File: config.mk
export PLATFORM = sky130hd
export DESIGN_NAME = sql_subset_token_grammar_checker_unit_flat
export DESIGN_NICKNAME = d
export VERILOG_FILES = /design/src/sv/sqlck_pkg.sv /design/src/sv/sqlck_if.sv /design/src/sv/sqlck_step.sv /design/src/sv/sql_subset_token_grammar_checker_unit.sv /design/src/flat_wrapper.sv
export SDC_FILE = /design/constraint.sdc
export NUM_CORES = 1
export LEC_CHECK = 0
export BUFFER_PORTS_ARGS = -buffer_cell sky130_fd_sc_hd__buf_2
export CORE_ASPECT_RATIO = 1.2
export CORE_MARGIN = 2
export CORE_UTILIZATION = 40
export CTS_BUF_LIST = sky130_fd_sc_hd__clkbuf_8
export DETAILED_ROUTE_END_ITERATION = 8
export PLACE_DENSITY = 0.63
export SLEW_MARGIN = 40
export SYNTH_ARGS = -nofsm -noshare
export SYNTH_HDL_FRONTEND = slang
export SYNTH_SLANG_ARGS = --single-unit
export TNS_END_PERCENT = 30
File: constraint.sdc
create_clock -name clk -period 3.4 [get_ports clk]
set_input_delay 0.68 -clock clk [delete_from_list [all_inputs] [get_ports clk]]
set_output_delay 0.68 -clock clk [all_outputs]
set_load 0.01 [all_outputs]
File: src/sv/sqlck_pkg.sv
package sqlck_pkg;

  localparam int unsigned KIND_W = 5;
  localparam int unsigned POS_W  = 16;

  localparam logic [KIND_W-1:0] K_END      = 5'd0;
  localparam logic [KIND_W-1:0] K_ID       = 5'd1;
  localparam logic [KIND_W-1:0] K_STR      = 5'd2;
  localparam logic [KIND_W-1:0] K_NUM      = 5'd3;
  localparam logic [KIND_W-1:0] K_EQ       = 5'd4;
  localparam logic [KIND_W-1:0] K_GTE      = 5'd9;
  localparam logic [KIND_W-1:0] K_CREATE   = 5'd10;
  localparam logic [KIND_W-1:0] K_TABLE    = 5'd11;
  localparam logic [KIND_W-1:0] K_INSERT   = 5'd12;
  localparam logic [KIND_W-1:0] K_INTO     = 5'd13;
  localparam logic [KIND_W-1:0] K_VALUES   = 5'd14;
  localparam logic [KIND_W-1:0] K_SELECT   = 5'd15;
  localparam logic [KIND_W-1:0] K_FROM     = 5'd16;
  localparam logic [KIND_W-1:0] K_WHERE    = 5'd17;
  localparam logic [KIND_W-1:0] K_DELETE   = 5'd18;
  localparam logic [KIND_W-1:0] K_UPDATE   = 5'd19;
  localparam logic [KIND_W-1:0] K_SET      = 5'd20;
  localparam logic [KIND_W-1:0] K_BEGIN    = 5'd21;
  localparam logic [KIND_W-1:0] K_COMMIT   = 5'd22;
  localparam logic [KIND_W-1:0] K_ROLLBACK = 5'd23;
  localparam logic [KIND_W-1:0] K_PRIMARY  = 5'd24;
  localparam logic [KIND_W-1:0] K_KEY      = 5'd25;
  localparam logic [KIND_W-1:0] K_LP       = 5'd26;
  localparam logic [KIND_W-1:0] K_RP       = 5'd27;
  localparam logic [KIND_W-1:0] K_COMMA    = 5'd28;
  localparam logic [KIND_W-1:0] K_SEMI     = 5'd29;
  localparam logic [KIND_W-1:0] K_STAR     = 5'd30;

  localparam logic [3:0] R_SYNTAX    = 4'd0;
  localparam logic [3:0] R_TABLE     = 4'd1;
  localparam logic [3:0] R_DEF_COL   = 4'd2;
  localparam logic [3:0] R_TYPE      = 4'd3;
  localparam logic [3:0] R_KEY_MARK  = 4'd4;
  localparam logic [3:0] R_INS_VAL   = 4'd5;
  localparam logic [3:0] R_SEL_COL   = 4'd6;
  localparam logic [3:0] R_SEL_STAR  = 4'd7;
  localparam logic [3:0] R_SET_COL   = 4'd8;
  localparam logic [3:0] R_SET_VAL   = 4'd9;
  localparam logic [3:0] R_WHERE_COL = 4'd10;
  localparam logic [3:0] R_WHERE_OP  = 4'd11;
  localparam logic [3:0] R_WHERE_LIT = 4'd12;

  localparam logic [2:0] ST_CREATE   = 3'd0;
  localparam logic [2:0] ST_INSERT   = 3'd1;
  localparam logic [2:0] ST_SELECT   = 3'd2;
  localparam logic [2:0] ST_DELETE   = 3'd3;
  localparam logic [2:0] ST_UPDATE   = 3'd4;
  localparam logic [2:0] ST_BEGIN    = 3'd5;
  localparam logic [2:0] ST_COMMIT   = 3'd6;
  localparam logic [2:0] ST_ROLLBACK = 3'd7;

  localparam logic [2:0] E_STMT    = 3'd0;
  localparam logic [2:0] E_IDENT   = 3'd1;
  localparam logic [2:0] E_LITERAL = 3'd2;
  localparam logic [2:0] E_OPER    = 3'd3;
  localparam logic [2:0] E_TOKEN   = 3'd4;
  localparam logic [2:0] E_KEY_POS = 3'd5;

  typedef enum logic [5:0] {
    G_START        = 6'd0,
    G_SEMI         = 6'd1,
    G_C_TABLE      = 6'd2,
    G_C_NAME       = 6'd3,
    G_C_LP         = 6'd4,
    G_C_COL        = 6'd5,
    G_C_TYPE       = 6'd6,
    G_C_AFTER_TYPE = 6'd7,
    G_C_KEY        = 6'd8,
    G_C_AFTER_KEY  = 6'd9,
    G_C_RP_SEMI    = 6'd10,
    G_I_INTO       = 6'd11,
    G_I_NAME       = 6'd12,
    G_I_VALUES     = 6'd13,
    G_I_LP         = 6'd14,
    G_I_VAL        = 6'd15,
    G_I_AFTER      = 6'd16,
    G_S_FIRST      = 6'd17,
    G_S_AFTER_COL  = 6'd18,
    G_S_COL        = 6'd19,
    G_S_FROM       = 6'd20,
    G_S_TABLE      = 6'd21,
    G_W_OPT        = 6'd22,
    G_W_COL        = 6'd23,
    G_W_OP         = 6'd24,
    G_W_LIT        = 6'd25,
    G_D_FROM       = 6'd26,
    G_D_NAME       = 6'd27,
    G_U_NAME       = 6'd28,
    G_U_SET        = 6'd29,
    G_U_COL        = 6'd30,
    G_U_EQ         = 6'd31,
    G_U_VAL        = 6'd32,
    G_U_AFTER      = 6'd33
  } gstate_t;

  typedef struct packed {
    gstate_t          gstate;
    logic [2:0]       cur_stmt;
    logic             column_seen;
    logic [POS_W-1:0] primary_pos;
  } gctx_t;

  typedef struct packed {
    logic [3:0]        token_role;
    logic [2:0]        stmt_kind;
    logic [2:0]        compare_op;
    logic              stmt_done;
    logic              input_done;
    logic              error_flag;
    logic [2:0]        error_code;
    logic [KIND_W-1:0] expected_kind;
    logic [POS_W-1:0]  error_pos;
  } result_t;

endpackage

File: src/sv/sqlck_if.sv
interface sqlck_tok_if;
  logic        valid;
  logic        ready;
  logic [4:0]  token_kind;
  logic [15:0] token_pos;

  modport source (output valid, output token_kind, output token_pos, input ready);
  modport sink (input valid, input token_kind, input token_pos, output ready);
endinterface

interface sqlck_res_if;
  logic        valid;
  logic        ready;
  logic [3:0]  token_role;
  logic [2:0]  stmt_kind;
  logic [2:0]  compare_op;
  logic        stmt_done;
  logic        input_done;
  logic        error_flag;
  logic [2:0]  error_code;
  logic [4:0]  expected_kind;
  logic [15:0] error_pos;

  modport source (
    output valid, input ready,
    output token_role, output stmt_kind, output compare_op, output stmt_done,
    output input_done, output error_flag, output error_code, output expected_kind,
    output error_pos
  );
  modport sink (
    input valid, output ready,
    input token_role, input stmt_kind, input compare_op, input stmt_done,
    input input_done, input error_flag, input error_code, input expected_kind,
    input error_pos
  );
endinterface

File: src/sv/sqlck_step.sv
module sqlck_step
  import sqlck_pkg::*;
(
  input  gctx_t             cur,
  input  logic [KIND_W-1:0] kind,
  input  logic [POS_W-1:0]  pos,
  output gctx_t             nxt,
  output result_t           res
);

  logic              err;
  logic [2:0]        code;
  logic [KIND_W-1:0] need;
  logic              in_stmt;
  logic [3:0]        role;
  logic [2:0]        op;
  logic              done;
  logic              in_done;
  gstate_t           gnext;

  always_comb begin
    nxt     = cur;
    err     = 1'b0;
    code    = E_STMT;
    need    = K_END;
    role    = R_SYNTAX;
    op      = 3'd0;
    done    = 1'b0;
    in_done = 1'b0;
    gnext   = cur.gstate;
    in_stmt = (cur.gstate != G_START);

    unique case (cur.gstate)
      G_SEMI, G_C_RP_SEMI: begin
        if (kind == K_SEMI) begin
          done  = 1'b1;
          gnext = G_START;
        end else begin
          err = 1'b1; code = E_TOKEN; need = K_SEMI;
        end
      end
      G_C_TABLE: begin
        if (kind == K_TABLE) gnext = G_C_NAME;
        else begin err = 1'b1; code = E_TOKEN; need = K_TABLE; end
      end
      G_C_NAME: begin
        if (kind == K_ID) begin gnext = G_C_LP; role = R_TABLE; end
        else begin err = 1'b1; code = E_IDENT; end
      end
      G_C_LP: begin
        if (kind == K_LP) gnext = G_C_COL;
        else begin err = 1'b1; code = E_TOKEN; need = K_LP; end
      end
      G_C_COL: begin
        if (kind == K_ID) begin gnext = G_C_TYPE; role = R_DEF_COL; end
        else begin err = 1'b1; code = E_IDENT; end
      end
      G_C_TYPE: begin
        if (kind == K_ID) begin gnext = G_C_AFTER_TYPE; role = R_TYPE; end
        else begin err = 1'b1; code = E_IDENT; end
      end
      G_C_AFTER_TYPE, G_C_AFTER_KEY: begin
        if (kind == K_PRIMARY && cur.gstate == G_C_AFTER_TYPE) begin
          nxt.primary_pos = pos;
          role            = R_KEY_MARK;
          gnext           = G_C_KEY;
        end else if (kind == K_COMMA) begin
          nxt.column_seen = 1'b1;
          gnext           = G_C_COL;
        end else if (kind == K_RP) begin
          gnext = G_C_RP_SEMI;
        end else begin
          err = 1'b1; code = E_TOKEN; need = K_RP;
        end
      end
      G_C_KEY: begin
        if (kind != K_KEY) begin
          err = 1'b1; code = E_TOKEN; need = K_KEY;
        end else if (cur.column_seen) begin
          err = 1'b1; code = E_KEY_POS;
        end else begin
          role  = R_KEY_MARK;
          gnext = G_C_AFTER_KEY;
        end
      end
      G_I_INTO: begin
        if (kind == K_INTO) gnext = G_I_NAME;
        else begin err = 1'b1; code = E_TOKEN; need = K_INTO; end
      end
      G_I_NAME: begin
        if (kind == K_ID) begin gnext = G_I_VALUES; role = R_TABLE; end
        else begin err = 1'b1; code = E_IDENT; end
      end
      G_I_VALUES: begin
        if (kind == K_VALUES) gnext = G_I_LP;
        else begin err = 1'b1; code = E_TOKEN; need = K_VALUES; end
      end
      G_I_LP: begin
        if (kind == K_LP) gnext = G_I_VAL;
        else begin err = 1'b1; code = E_TOKEN; need = K_LP; end
      end
      G_I_VAL: begin
        if (kind == K_STR || kind == K_NUM) begin gnext = G_I_AFTER; role = R_INS_VAL; end
        else begin err = 1'b1; code = E_LITERAL; end
      end
      G_I_AFTER: begin
        if (kind == K_COMMA) gnext = G_I_VAL;
        else if (kind == K_RP) gnext = G_SEMI;
        else begin err = 1'b1; code = E_TOKEN; need = K_RP; end
      end
      G_S_FIRST: begin
        if (kind == K_STAR) begin
          role  = R_SEL_STAR;
          gnext = G_S_FROM;
        end else if (kind == K_ID) begin
          role  = R_SEL_COL;
          gnext = G_S_AFTER_COL;
        end else begin
          err = 1'b1; code = E_IDENT;
        end
      end
      G_S_AFTER_COL: begin
        if (kind == K_COMMA) gnext = G_S_COL;
        else if (kind == K_FROM) gnext = G_S_TABLE;
        else begin err = 1'b1; code = E_TOKEN; need = K_FROM; end
      end
      G_S_COL: begin
        if (kind == K_ID) begin gnext = G_S_AFTER_COL; role = R_SEL_COL; end
        else begin err = 1'b1; code = E_IDENT; end
      end
      G_S_FROM, G_D_FROM: begin
        if (kind == K_FROM) gnext = (cur.gstate == G_S_FROM) ? G_S_TABLE : G_D_NAME;
        else begin err = 1'b1; code = E_TOKEN; need = K_FROM; end
      end
      G_S_TABLE, G_D_NAME: begin
        if (kind == K_ID) begin gnext = G_W_OPT; role = R_TABLE; end
        else begin err = 1'b1; code = E_IDENT; end
      end
      G_W_OPT: begin
        if (kind == K_WHERE) gnext = G_W_COL;
        else if (kind == K_SEMI) begin done = 1'b1; gnext = G_START; end
        else begin err = 1'b1; code = E_TOKEN; need = K_SEMI; end
      end
      G_W_COL: begin
        if (kind == K_ID) begin gnext = G_W_OP; role = R_WHERE_COL; end
        else begin err = 1'b1; code = E_IDENT; end
      end
      G_W_OP: begin
        if (kind >= K_EQ && kind <= K_GTE) begin
          op    = 3'(kind - K_EQ);
          role  = R_WHERE_OP;
          gnext = G_W_LIT;
        end else begin
          err = 1'b1; code = E_OPER;
        end
      end
      G_W_LIT: begin
        if (kind == K_STR || kind == K_NUM) begin gnext = G_SEMI; role = R_WHERE_LIT; end
        else begin err = 1'b1; code = E_LITERAL; end
      end
      G_U_NAME: begin
        if (kind == K_ID) begin gnext = G_U_SET; role = R_TABLE; end
        else begin err = 1'b1; code = E_IDENT; end
      end
      G_U_SET: begin
        if (kind == K_SET) gnext = G_U_COL;
        else begin err = 1'b1; code = E_TOKEN; need = K_SET; end
      end
      G_U_COL: begin
        if (kind == K_ID) begin gnext = G_U_EQ; role = R_SET_COL; end
        else begin err = 1'b1; code = E_IDENT; end
      end
      G_U_EQ: begin
        if (kind == K_EQ) gnext = G_U_VAL;
        else begin err = 1'b1; code = E_TOKEN; need = K_EQ; end
      end
      G_U_VAL: begin
        if (kind == K_STR || kind == K_NUM) begin gnext = G_U_AFTER; role = R_SET_VAL; end
        else begin err = 1'b1; code = E_LITERAL; end
      end
      G_U_AFTER: begin
        if (kind == K_COMMA) gnext = G_U_COL;
        else if (kind == K_WHERE) gnext = G_W_COL;
        else if (kind == K_SEMI) begin done = 1'b1; gnext = G_START; end
        else begin err = 1'b1; code = E_TOKEN; need = K_SEMI; end
      end
      default: begin
        in_stmt = 1'b0;
        gnext   = G_START;
        unique case (kind)
          K_END:    in_done = 1'b1;
          K_CREATE: begin
            nxt.column_seen = 1'b0;
            nxt.cur_stmt    = ST_CREATE;
            in_stmt         = 1'b1;
            gnext           = G_C_TABLE;
          end
          K_INSERT: begin nxt.cur_stmt = ST_INSERT; in_stmt = 1'b1; gnext = G_I_INTO; end
          K_SELECT: begin nxt.cur_stmt = ST_SELECT; in_stmt = 1'b1; gnext = G_S_FIRST; end
          K_DELETE: begin nxt.cur_stmt = ST_DELETE; in_stmt = 1'b1; gnext = G_D_FROM; end
          K_UPDATE: begin nxt.cur_stmt = ST_UPDATE; in_stmt = 1'b1; gnext = G_U_NAME; end
          K_BEGIN:  begin nxt.cur_stmt = ST_BEGIN; in_stmt = 1'b1; gnext = G_SEMI; end
          K_COMMIT: begin nxt.cur_stmt = ST_COMMIT; in_stmt = 1'b1; gnext = G_SEMI; end
          K_ROLLBACK: begin
            nxt.cur_stmt = ST_ROLLBACK;
            in_stmt      = 1'b1;
            gnext        = G_SEMI;
          end
          default: begin err = 1'b1; code = E_STMT; end
        endcase
      end
    endcase

    if (err) begin
      role  = R_SYNTAX;
      gnext = G_START;
    end
    nxt.gstate = gnext;

    res.token_role    = role;
    res.stmt_kind     = in_stmt ? nxt.cur_stmt : ST_CREATE;
    res.compare_op    = op;
    res.stmt_done     = done;
    res.input_done    = in_done;
    res.error_flag    = err;
    res.error_code    = err ? code : E_STMT;
    res.expected_kind = (err && code == E_TOKEN) ? need : K_END;
    res.error_pos     = !err ? '0 : (code == E_KEY_POS) ? cur.primary_pos : pos;
  end

endmodule

File: src/sv/sql_subset_token_grammar_checker_unit.sv
// Token grammar checker for a small SQL subset. Each request on tok carries one lexed
// token (kind code and byte position) and produces exactly one result on res: the
// token's role, the statement kind, the where operator, statement and input completion
// flags, or an error with its code, expected kind and position. A token is registered
// on entry and evaluated by one grammar transition into the result register once that
// register is free, so the block takes one token per cycle while results are taken; a
// result is presented from the result register and held there until it is taken.
// The rate is set by the combinational grammar transition; a stalled result holds both
// registers. After any error the checker resumes at statement start.
module sql_subset_token_grammar_checker_unit
  import sqlck_pkg::*;
(
  input  logic   clk,
  input  logic   rst,
  sqlck_tok_if.sink   tok,
  sqlck_res_if.source res
);

  logic              in_v;
  logic [KIND_W-1:0] in_kind;
  logic [POS_W-1:0]  in_pos;
  logic              step_fire;
  gctx_t             ctx;
  gctx_t             ctx_next;
  result_t           step_res;
  result_t           out_res;
  logic              out_v;

  assign step_fire = in_v && (!out_v || res.ready);
  assign tok.ready = !in_v || step_fire;

  sqlck_step u_step (
    .cur  (ctx),
    .kind (in_kind),
    .pos  (in_pos),
    .nxt  (ctx_next),
    .res  (step_res)
  );

  always_ff @(posedge clk) begin
    if (rst) begin
      in_v <= 1'b0;
    end else if (tok.ready) begin
      in_v <= tok.valid;
    end
    if (tok.ready && tok.valid) begin
      in_kind <= tok.token_kind;
      in_pos  <= tok.token_pos;
    end
  end

  always_ff @(posedge clk) begin
    if (rst) begin
      ctx.gstate      <= G_START;
      ctx.cur_stmt    <= ST_CREATE;
      ctx.column_seen <= 1'b0;
      ctx.primary_pos <= '0;
      out_v           <= 1'b0;
    end else begin
      if (step_fire) begin
        ctx   <= ctx_next;
        out_v <= 1'b1;
      end else if (res.ready) begin
        out_v <= 1'b0;
      end
    end
    if (step_fire) begin
      out_res <= step_res;
    end
  end

  assign res.valid         = out_v;
  assign res.token_role    = out_res.token_role;
  assign res.stmt_kind     = out_res.stmt_kind;
  assign res.compare_op    = out_res.compare_op;
  assign res.stmt_done     = out_res.stmt_done;
  assign res.input_done    = out_res.input_done;
  assign res.error_flag    = out_res.error_flag;
  assign res.error_code    = out_res.error_code;
  assign res.expected_kind = out_res.expected_kind;
  assign res.error_pos     = out_res.error_pos;

  a_err_restart: assert property (@(posedge clk) disable iff (rst)
    step_fire && step_res.error_flag |=> ctx.gstate == G_START)
    else $error("Grammar state did not return to statement start after an error.");

  a_err_no_role: assert property (@(posedge clk) disable iff (rst)
    out_v && out_res.error_flag |-> out_res.token_role == R_SYNTAX && !out_res.stmt_done)
    else $error("An error result carries a role or a completion flag.");

  a_stall_cause: assert property (@(posedge clk) disable iff (rst)
    !tok.ready |-> in_v && out_v && !res.ready)
    else $error("Token request refused without a full pipeline.");

  a_exp_kind: assert property (@(posedge clk) disable iff (rst)
    out_v && out_res.error_flag && out_res.error_code == E_TOKEN
      |-> out_res.expected_kind != K_END)
    else $error("Specific token error without an expected kind.");

endmodule

File: src/flat_wrapper.sv
// flat-port wrapper written by rule: the top's interface ports become plain ports
module sql_subset_token_grammar_checker_unit_flat import sqlck_pkg::*;
  (clk, rst, tok_valid, tok_token_kind, tok_token_pos, tok_ready, res_valid, res_ready, res_token_role, res_stmt_kind, res_compare_op, res_stmt_done, res_input_done, res_error_flag, res_error_code, res_expected_kind, res_error_pos);
  sqlck_tok_if tok_i ();
  sqlck_res_if res_i ();
  input  logic clk;
  input  logic rst;
  input wire logic [$bits(tok_i.valid)-1:0] tok_valid;
  input wire logic [$bits(tok_i.token_kind)-1:0] tok_token_kind;
  input wire logic [$bits(tok_i.token_pos)-1:0] tok_token_pos;
  output wire logic [$bits(tok_i.ready)-1:0] tok_ready;
  output wire logic [$bits(res_i.valid)-1:0] res_valid;
  input wire logic [$bits(res_i.ready)-1:0] res_ready;
  output wire logic [$bits(res_i.token_role)-1:0] res_token_role;
  output wire logic [$bits(res_i.stmt_kind)-1:0] res_stmt_kind;
  output wire logic [$bits(res_i.compare_op)-1:0] res_compare_op;
  output wire logic [$bits(res_i.stmt_done)-1:0] res_stmt_done;
  output wire logic [$bits(res_i.input_done)-1:0] res_input_done;
  output wire logic [$bits(res_i.error_flag)-1:0] res_error_flag;
  output wire logic [$bits(res_i.error_code)-1:0] res_error_code;
  output wire logic [$bits(res_i.expected_kind)-1:0] res_expected_kind;
  output wire logic [$bits(res_i.error_pos)-1:0] res_error_pos;
  assign tok_i.valid = tok_valid;
  assign tok_i.token_kind = tok_token_kind;
  assign tok_i.token_pos = tok_token_pos;
  assign tok_ready = tok_i.ready;
  assign res_valid = res_i.valid;
  assign res_i.ready = res_ready;
  assign res_token_role = res_i.token_role;
  assign res_stmt_kind = res_i.stmt_kind;
  assign res_compare_op = res_i.compare_op;
  assign res_stmt_done = res_i.stmt_done;
  assign res_input_done = res_i.input_done;
  assign res_error_flag = res_i.error_flag;
  assign res_error_code = res_i.error_code;
  assign res_expected_kind = res_i.expected_kind;
  assign res_error_pos = res_i.error_pos;
  sql_subset_token_grammar_checker_unit u_core (.clk(clk), .rst(rst), .tok(tok_i), .res(res_i));
endmodule
=== Word-level counts from Yosys, hierarchy flattened ===
Cells that the tools add are included.

* Bits in registers: 86
* Output and inout port bits: 39
* Logic and storage cells: 267

* Reductions and logical operators: 31
* Bitwise logic cells: 1
* Magnitude comparators: 2
* Multiplexer cells: 128
* $add $sub $neg: 1
* Equality and inequality tests: 87

{| class="wikitable"
|+ Operators with widths
! kind !! number
|-
| $mux 6 || 35
|-
| $pmux 6 s29 || 1
|-
| $eq 6x5->1 const B || 16
|-
| $mux 3 || 24
|-
| $eq 5x5->1 const B || 14
|-
| $pmux 5 s14 || 1
|-
| $ne 3x3->1 const B || 22
|-
| $mux 5 || 11
|-
| $pmux 3 s18 || 1
|-
| $pmux 4 s13 || 1
|-
| $eq 6x4->1 const B || 8
|-
| $mux 4 || 9
|-
| $mux 1 || 35
|-
| $reduce_or 33->1 || 1
|-
| $reduce_or 31->1 || 1
|-
| $eq 5x4->1 const B || 6
|-
| $pmux 5 s6 || 1
|-
| $reduce_and 26->1 || 1
|-
| $eq 6x3->1 const B || 4
|-
| $pmux 3 s8 || 1
|-
| $pmux 1 s18 || 1
|-
| $mux 16 || 1
|-
| $eq 6x2->1 const B || 2
|-
| $eq 6x6->1 const B || 2
|-
| 30 further kinds || 51
|}

=== Longest topological paths before layout ===
Gate-level depths: netlist of run 1.

* Depth in word-level cells: 7
* Gate-level depth with buffers: 11
* Gate-level depth less buffers: 8

=== Modules after synthesis ===
From an unflattened synthesis of run 1, not the netlist that was laid out.

* Cells, all modules: 724
* Area total of the unflattened synthesis: 6194.7 um^2

{| class="wikitable"
|+ Modules (own cells, without submodules)
! module !! seq. area each (um^2) !! cells an instance !! instances !! area an instance (um^2)
|-
| sqlck_step || 0.0 || 543 || 1 || 3201.8
|-
| sql_subset_token_grammar_checker_unit || 2302.2 || 181 || 1 || 2992.9
|}

=== Worst setup path after synthesis of run 1 ===
Ideal clock, no wire load.

* Path type: input to register
* From: input port res_ready
* To: register u_core.ctx[12] (netlist bit)
* Arrival: 2.752 ns
* Path buffers: 2
* Slack: 0.516 ns
* Stages on the path: 8
* Required time: 3.268 ns
* Setup time: 0.132 ns
* Cells stage by stage: nor2b_1 > nand2b_1 > clkinv_1 > and2_1 > clkbuf_1 > clkbuf_1 > nand2_1 > a21oi_1

* Word-level cells in the longest chain between the ends: 3

{| class="wikitable"
|+ RTL lines
! what !! RTL line !! RTL
|-
| from (decl) || flat_wrapper.sv:13 || <nowiki>input wire logic [$bits(res_i.ready)-1:0] res_ready;</nowiki>
|-
| $logic_or 1x1->1 || sql_subset_token_grammar_checker_unit.sv:29 || <nowiki>assign step_fire = in_v && (!out_v || res.ready);</nowiki>
|-
| $logic_and 1x1->1 || sql_subset_token_grammar_checker_unit.sv:29 ||
|-
| named net u_core.step_fire || sql_subset_token_grammar_checker_unit.sv:22 || <nowiki>logic step_fire;</nowiki>
|-
| $reduce_and 3->1 (no source line) || - ||
|-
| to (signal assigned) || sql_subset_token_grammar_checker_unit.sv:61 || <nowiki>ctx <= ctx_next;</nowiki>
|-
| to (decl) || sql_subset_token_grammar_checker_unit.sv:23 || <nowiki>gctx_t ctx;</nowiki>
|}

The timed path passes the listed nets, and every way through them passes these cells.
A chain may end at the register's enable or synchronous reset.

=== Final worst setup path of run 1 ===
* From: register u_core.ctx[23] (netlist bit)
* To: register u_core.ctx[24] (netlist bit)

* Word-level cells in the longest chain between the ends: 6

{| class="wikitable"
|+ RTL lines
! what !! RTL line !! RTL
|-
| parallel branches: the longest is 3 deep, another holds $reduce_or 10->1 || - ||
|-
| $pmux 1 s18 (*) || sqlck_step.sv:33 || <nowiki>unique case (cur.gstate)</nowiki>
|-
| named net u_core.u_step.err || sqlck_step.sv:11 || <nowiki>logic err;</nowiki>
|-
| $ne 5x5->1 (no source line) (tied with other cells) || - ||
|-
| $reduce_and 26->1 (no source line) || - ||
|}

Mark *: on every way through the listed nets, which the timed path passes.

==> results.toml, run 1 <==
[grt]
antenna_found_initial = 0
grt_pass1_vias = 4188
grt_util_all_layers_pct = 21.7
grt_pass1_wl_um = 22200
grt_start_max_net_pins = 44
grt_overflow = 0

[power_and_ir_drop]
p_per_area_nw_per_um2 = 384
switchingPower_w = 0.000580
vdd_drop_max_v = 0.000230
pwr-share-seq_pct = 54.6
finalPower_w = 0.00218
p_int_w = 0.00160
clkPwrFrac_pct = 36.0
comb_power_share_pct = 9.4
p_leak_nw = 2.19
switching_share_pct = 26.6

[placed_design]
placed_cells = 729
gp_congestion = 0.954
hpwlAfterDp_um = 10500
place_ws_ns = 0.391
io_buffers = 63

[synthesis]
ys_seq_elements = 86
yosysSeqAreaShare_pct = 47.0
synth_area_leaders = "edfxtp_1, dfxtp_1, nor2_1, nand2_1, mux2i_1"
synth_top_flop_cell = "edfxtp_1"
ys_top_cells_by_count = "edfxtp_1, nor2_1, nand2_1"
syn_inst = 520
async_flop_share_pct = 0
synth_compound_area_share_pct = 18.2
synth_adder_area_share_pct = 0
synth_area_per_cell_um2 = 9.43
yosys.cell_count.top_type = "edfxtp_1"
synth.area.mux_share_pct = 4.11
syn-num-nets = 545
ys_types = 72
synth_edf_count = 58
yosysTopAreaCellShare_pct = 35.5
yosysWarnings = 0
synth-xor-area-share_pct = 1.25
synthSimpleGateAreaFrac_pct = 24.6
synth_area_um2 = 4900
synth_top_area_cell = "edfxtp_1"
synth_top_family_by_area = "simple AND/OR/NAND/NOR gates"

[setup_path]
ff2ff_setup_slack_ns = 0.30
cp-end-kind = "flop"
path_class = "flop to flop"
path_max_fanout = 22
critical_path_required_ns = 3.68
critPathArrivalTime_ns = 3.38
cp-start-kind = "flop"

[final_layout]
areaGrowthSynthToFinish_pct = 15.5
fin_util_pct = 47.0
fill_cells = 1147
diodes = 0
drive_gt1_share_pct = 20.9
fin_nets = 604
stdcell_count = 745

[timing]
worst_slack_ns = 0.303
tns_ns = 0
worst_slew_pin_slew_ns = 0.825
finalSetupViolCount = 0
min_period_over_period_pct = 91.1
timing.fmax_mhz = 323
period_minus_slack_ns = 3.10
rsz0062_at_grt = "no"
final-max-slew-violation-count = 0
slew_headroom_pct = 44.5
final.setup_skew_ns = 0.0142
hold_violations = 0

[clock_network]
clock_sinks = 86
post_cts_buffers = 0
ctsResizeCount = 0
cts_hold_buf = 0
htree_levels = 3
clock_path_buffers = 2
worst_skew_pair.late_latency_ns = 0.38
numCtsBuffers = 9
root_buffer = "clkbuf_8"
clk_pin_slew_ns = 0.10
cts_tree = "done"

[detailed_routing]
wire_per_inst_um = 19.0
drc = 0
vias = 4396
drtIter0Drc = 377
via_per_inst = 5.90
drt_first_pass_iters = 6
drt_wl_total_um = 14100
ant_nets = 0

[floorplanning]
core_area_um2 = 12100
die_h_um = 125
placementRows = 44
io_pins = 64
die_area_um2 = 13200
start_util_pct = 40.7
die-width_um = 105

[worst_hold_path]
worstHoldPathType = "flop to flop"

[status]
outcome = "finished clean"

[flow_run]
maxCapViolCount = 0
==> worst max-delay path, stage by stage, from the launching register on <==
cell and delay, ns:
dfxtp_1 0.85, nor4_1 0.29, and3_1 0.30, a31oi_1 0.24
nand4_1 0.19, nor4b_4 0.35, a32o_1 0.28, buf_12 0.17
inv_4 0.06, o41ai_2 0.26
==> flip-flops by register name (all words and copies together) (netlist names), 3 cells and up <==
| register | cells |
|---|---|
| u_core.in_pos | 16 |
| u_core.res.stmt_kind | 3 |
| u_core.res.expected_kind | 5 |
| u_core.res.compare_op | 3 |
| u_core.res.error_pos | 16 |
| u_core.res.error_code | 3 |
| u_core.in_kind | 5 |
| u_core.res.token_role | 4 |
| u_core.ctx | 26 |
==> cell type report <==
class	count	area, um2	area share [%]
Multi-Input combinational cell	381	2370	41.8
Clock inverter	7	88.8	1.57
Inverter	9	36.3	0.640
Clock buffer	9	124	2.19
Tap cell	161	201	3.56
Timing Repair Buffer	92	546	9.63
Sequential cell	86	2300	40.6
==> through the flow <==
stage	area [um2]	hold slack [ns]
finish	5670	0.456
global route	5670	0.451
CTS	5670	0.458
detailed placement	5450	0.444
global placement	5450	0.437
floorplan	4900	0.431
==> worst paths after layout <==
| path | from | to | depth (start not counted) |
|---|---|---|---|
| setup / recovery | u_core.ctx[23] | u_core.ctx[24] | 9 |
| hold / removal | u_core.ctx[10] | u_core.ctx[10] | 2 |
| setup reg to reg | u_core.ctx[23] | u_core.ctx[24] | 9 |
| hold reg to reg | u_core.ctx[10] | u_core.ctx[10] | 2 |
==> per-layer routing <==
metal	track usage, %	up-vias	share of wire, %
met3	4.07	51	6.1
met2	36.2	202	48
met1	25.8	2090	40
li1	-	2053	-
met5	0	-	0
met4	13.4	0	5.9
==> power by group through the flow <==
stage / combinational [W] / sequential, W / clock (W)
floorplan: 0.000124 / 0.00121 / 0
global placement: 0.000203 / 0.00121 / 0
detailed placement: 0.000205 / 0.00121 / 0
CTS: 0.000205 / 0.00119 / 0.000802
global route: 0.000225 / 0.00119 / 0.000847
finish: 0.000205 / 0.00119 / 0.000783
==> cell families after synthesis <==
kind of cell | after synthesis
xor gates and xnor gates | 7
muxes | 20
DFF | 86
AOI/OAI and AO/OA | 126
and+or+nand+nor | 228
buffers and inverters | 53
==> cells in the final DEF, fill, tap and decap left out, drive strengths merged, types with 11 or more instances in the layout <==
cell | Yosys | routed
nand2b | 22 | 22
nor2 | 57 | 57
nand2 | 56 | 56
a21oi | 32 | 32
nor2b | 13 | 13
o21ai | 25 | 25
dfxtp | 28 | 28
buf | 23 | 92
mux2i | 19 | 19
nand3 | 11 | 11
inv | 8 | 11
edfxtp | 58 | 58
No activity file was read; power rests on OpenSTA's default activity.
==> run 2: changes to the inputs <==
Clock period 3.4 ns to 3.3 ns, I/O delays scaled along.
==> results.toml, run 2 (synthesis gave the netlist of run 1 again) <==
[status]
outcome = "finished clean"

[grt]
grt_overflow = 0
grt_pass1_wl_um = 22800
grt_start_max_net_pins = 33
grt_pass1_vias = 4302
antenna_found_initial = 0
grt_util_all_layers_pct = 22.3

[final_layout]
areaGrowthSynthToFinish_pct = 17.8
fin_util_pct = 47.9
fill_cells = 1132
regMostFlops = "u_core.ctx"
largest_reg_flops = 26
final_common_cell = "buf_2"
fin_nets = 614
final_cell_mix = "buf_2, edfxtp_1, nor2_1, nand2_1, buf_4"
drive_gt1_share_pct = 22.2
diodes = 0

[detailed_routing]
drtIter0Drc = 434
wire_per_inst_um = 19.2
ant_nets = 0
drt_first_pass_iters = 5
drc = 0
drt_wl_total_um = 14500
via_per_inst = 5.92
vias = 4470

[floorplanning]
die_area_um2 = 13200
die_h_um = 125
io_pins = 64
die-width_um = 105
placementRows = 44
start_util_pct = 40.7
core_area_um2 = 12100

[setup_path]
critical_path_required_ns = 3.57
critPathArrivalTime_ns = 3.36
path_max_fanout = 22
path_class = "flop to flop"
cp-start-kind = "flop"
cp-end-kind = "flop"

[power_and_ir_drop]
comb_power_share_pct = 9.0
p_per_area_nw_per_um2 = 411
p_leak_nw = 2.25
clkPwrFrac_pct = 39.4
pwr-share-seq_pct = 51.6
switchingPower_w = 0.000584
p_int_w = 0.00179
switching_share_pct = 24.6
finalPower_w = 0.00238
vdd_drop_max_v = 0.000226

[placed_design]
hpwlAfterDp_um = 10700
gp_congestion = 0.999
io_buffers = 63

[clock_network]
clock_sinks = 86
ctsResizeCount = 0
clk_pin_slew_ns = 0.10
post_cts_buffers = 0
htree_levels = 3
clock_path_buffers = 2
numCtsBuffers = 9
cts_hold_buf = 0
cts_tree = "done"
worst_skew_pair.late_latency_ns = 0.37
root_buffer = "clkbuf_8"

[timing]
period_minus_slack_ns = 3.08
rsz0062_at_grt = "no"
finalSetupViolCount = 0
final.setup_skew_ns = 0.00987
timing.fmax_mhz = 325
min_period_over_period_pct = 93.4
slew_headroom_pct = 46.1
worst_slew_pin_slew_ns = 0.807
hold_slack_ns = 0.453
tns_ns = 0
final-max-slew-violation-count = 0
hold_violations = 0

[flow_run]
maxCapViolCount = 0

[worst_hold_path]
worstHoldPathType = "primary input to flop"
run 2: worst paths after layout:
check / startpoint / end / slack, ns / depth (start not counted)
setup / recovery: u_core.ctx[22] / u_core.ctx[24] / 0.22 / 10
hold / removal: tok_token_pos[11] / u_core.in_pos[11] / 0.45 / 1
setup reg to reg: u_core.ctx[22] / u_core.ctx[24] / 0.22 / 10
hold reg to reg: u_core.ctx[7] / u_core.ctx[7] / 0.45 / 2
run 2: area by class of cell:
type	count	area [um2]	share of cell area, %
multi-input combinational	381	2370	41.0
clock buffer	9	124	2.14
clock inverter	7	125	2.17
tap	161	201	3.49
timing repair buffer	102	621	10.7
inverter	9	36.3	0.628
sequential	86	2300	39.9
run 2: routing by layer:
| layer | share of wire [%] | wire length [um] | track usage (%) |
|---|---|---|---|
| met1 | 38 | 5560 | 26.5 |
| met2 | 49 | 7090 | 37.1 |
| met3 | 7.6 | 1100 | 4.12 |
| met4 | 5.3 | 763 | 13.7 |
| met5 | 0 | 0 | 0 |
run 2: power by group through the flow:
stage               logic, W  clock network, W  registers (W)
floorplan           0.000128                 0        0.00125
global placement    0.000210                 0        0.00125
detailed placement  0.000214                 0        0.00125
CTS                 0.000214          0.000952        0.00122
global route        0.000235          0.000990        0.00123
finish              0.000214          0.000936        0.00123
run 2: critical path, cell delays in order (launching register included):
cell,delay (ns)
dfxtp_1,0.85
buf_4,0.33
or3_1,0.14
a221oi_1,0.06
a31oi_1,0.25
nand4_1,0.21
nor4b_4,0.34
a32o_1,0.28
buf_12,0.17
inv_4,0.06
o41ai_2,0.26
run 2: through the flow:
stage,cell area [um2],setup WS (ns),instances
after floorplan,4900,0.436,520
after global placement,5530,0.288,739
after detailed placement,5530,0.309,739
after CTS,5780,0.263,755
after global routing,5780,0.0290,755
final,5780,0.219,755
==> run 3: changes to the inputs <==
Settings changed: BUFFER_PORTS_ARGS -buffer_cell sky130_fd_sc_hd__buf_2 to unset, CTS_CLUSTER_SIZE set to 20, DONT_BUFFER_PORTS set to 1, GPL_TIMING_DRIVEN set to 0, PLACE_DENSITY 0.63 to 0.58.
==> results.toml, run 3 (synthesis gave the netlist of run 1 again) <==
[setup_path]
ff2ff_setup_slack_ns = 0.15
critical_path_required_ns = 3.42
cpPeakStageDelay_ns = 0.45
critPathSlowestCell = "edfxtp_1"
startpoint = "u_core.in_kind[1]"
r2r_cells = 10
timing.rr.end = "u_core.res.error_pos[12]"
cp-start-kind = "flop"
critPathTopFamily = "simple AND/OR/NAND/NOR gates"
cp_num_buf_inv = 3
critPathArrivalTime_ns = 3.27
path_class = "flop to flop"
r2r_start = "u_core.in_kind[1]"
path_cells = "nand2b_1, clkbuf_1, nand4bb_1, a31oi_1, nand4_1, nor4b_4, a32o_1, buf_6, buf_2, nor2_1"
path_max_fanout = 10
cp-end-kind = "flop"

[final_layout]
drive_gt1_share_pct = 9.31
final_cell_mix = "edfxtp_1, nor2_1, nand2_1, a21oi_1, dfxtp_1"
diodes = 0
final_area_um2 = 5360
stdcell_count = 698
areaGrowthSynthToFinish_pct = 9.21
fill_cells = 1150
fin_nets = 557
final_common_cell = "edfxtp_1"
fin_util_pct = 44.4
regMostFlops = "u_core.ctx"
largest_reg_flops = 26

[detailed_routing]
drt_first_pass_iters = 6
drc = 0
drtIter0Drc = 366
wire_per_inst_um = 22.2
vias = 4305
via_per_inst = 6.17
ant_nets = 0
drt_wl_total_um = 15500

[floorplanning]
core_area_um2 = 12100
die_area_um2 = 13200
io_pins = 64
die-width_um = 105
start_util_pct = 40.7
die_h_um = 125
placementRows = 44

[worst_hold_path]
worstHoldPathType = "primary input to flop"
min_to = "u_core.ctx[25]"
hold_depth = 1
worstHoldStart = "rst"

[grt]
grt_util_all_layers_pct = 23.5
grt_overflow = 0
antenna_found_initial = 0
grt_start_max_net_pins = 35
grt_pass1_vias = 4017
grt_pass1_wl_um = 23600

[timing]
final.setup_skew_ns = 0.0137
worst_slack_ns = 0.155
min_period_over_period_pct = 95.3
timing.fmax_mhz = 318
hold_violations = 0
worst_slew_pin_slew_ns = 0.832
finalSetupViolCount = 0
rsz0062_at_grt = "no"
period_minus_slack_ns = 3.15
slew_headroom_pct = 44.1
final-max-slew-violation-count = 0

[clock_network]
root_buffer = "clkbuf_8"
cts_hold_buf = 0
htree_levels = 3
post_cts_buffers = 0
numCtsBuffers = 9
clock_sinks = 86
clk_pin_slew_ns = 0.10
cts_tree = "done"
clock_path_buffers = 2
worst_skew_pair.late_latency_ns = 0.37

[placed_design]
place_area_um2 = 5140
io_buffers = 0
placed_cells = 682
place_ws_ns = 0.156
hpwlAfterDp_um = 11600
gp_congestion = 0.944

[flow_run]
maxCapViolCount = 0

[status]
outcome = "finished clean"

[power_and_ir_drop]
p_per_area_nw_per_um2 = 403
p_leak_nw = 1.91
vdd_drop_max_v = 0.000285
[run 3: cell count changes in the layout (fill, tap and decap cells not counted), moves of 2 or more]
cell	previous run	this run
buf_2	63	12
buf_4	38	1
clkbuf_1	0	21
buf_1	0	8
bufinv_16	3	0
inv_6	3	0
inv_8	0	3
buf_6	0	2
clkinv_4	1	3
nor4_1	7	5
[run 3: metrics by stage]
step	setup TNS, ns	total power [W]	hold WS [ns]
after floorplan	0	0.00138	0.431
after global placement	-8.73	0.00143	0.437
after detailed placement	0	0.00144	0.447
after CTS	0	0.00218	0.365
after global routing	0	0.00224	0.354
final	0	0.00216	0.375
[run 3: area by class of cell]
cell class	instances	area, um2	area share [%]
inverters	9	37.5	0.701
repair buffers	1	20.0	0.374
clock buffers	9	124	2.31
multi-input cells	381	2390	44.7
flip-flops and latches	86	2300	43.0
well taps	161	201	3.76
clock inverters	7	76.3	1.43
plain buffers	44	199	3.71
[run 3: what timing repair did]
item	in CTS	in global routing
hold endpoints to repair	0	0
resized for setup	0	2
setup endpoints to repair	0	5
[run 3: how the worst max path moves through the flow]
stage	cells past startpoint	endpoint
after floorplan	8	u_core.ctx[12]
after global placement	7	u_core.ctx[3]
after detailed placement	10	u_core.res.error_pos[7]
after CTS	10	u_core.res.error_pos[6]
after global routing	10	u_core.res.error_pos[12]
final	10	u_core.res.error_pos[12]
[run 3: where the power goes]
group | internal (W) | switching, W
Combinational | 0.0000570 | 0.000127
Clock | 0.000300 | 0.000449
Sequential | 0.00120 | 0.0000306
[run 3: layer usage]
metal / global-route usage [%] / part of all wire, % / vias to the layer above
met5: 0 / 0 / -
met3: 5.32 / 7.4 / 48
met4: 10.1 / 4.2 / 0
met1: 28.5 / 39 / 2059
li1: - / - / 1956
met2: 39.8 / 49 / 242
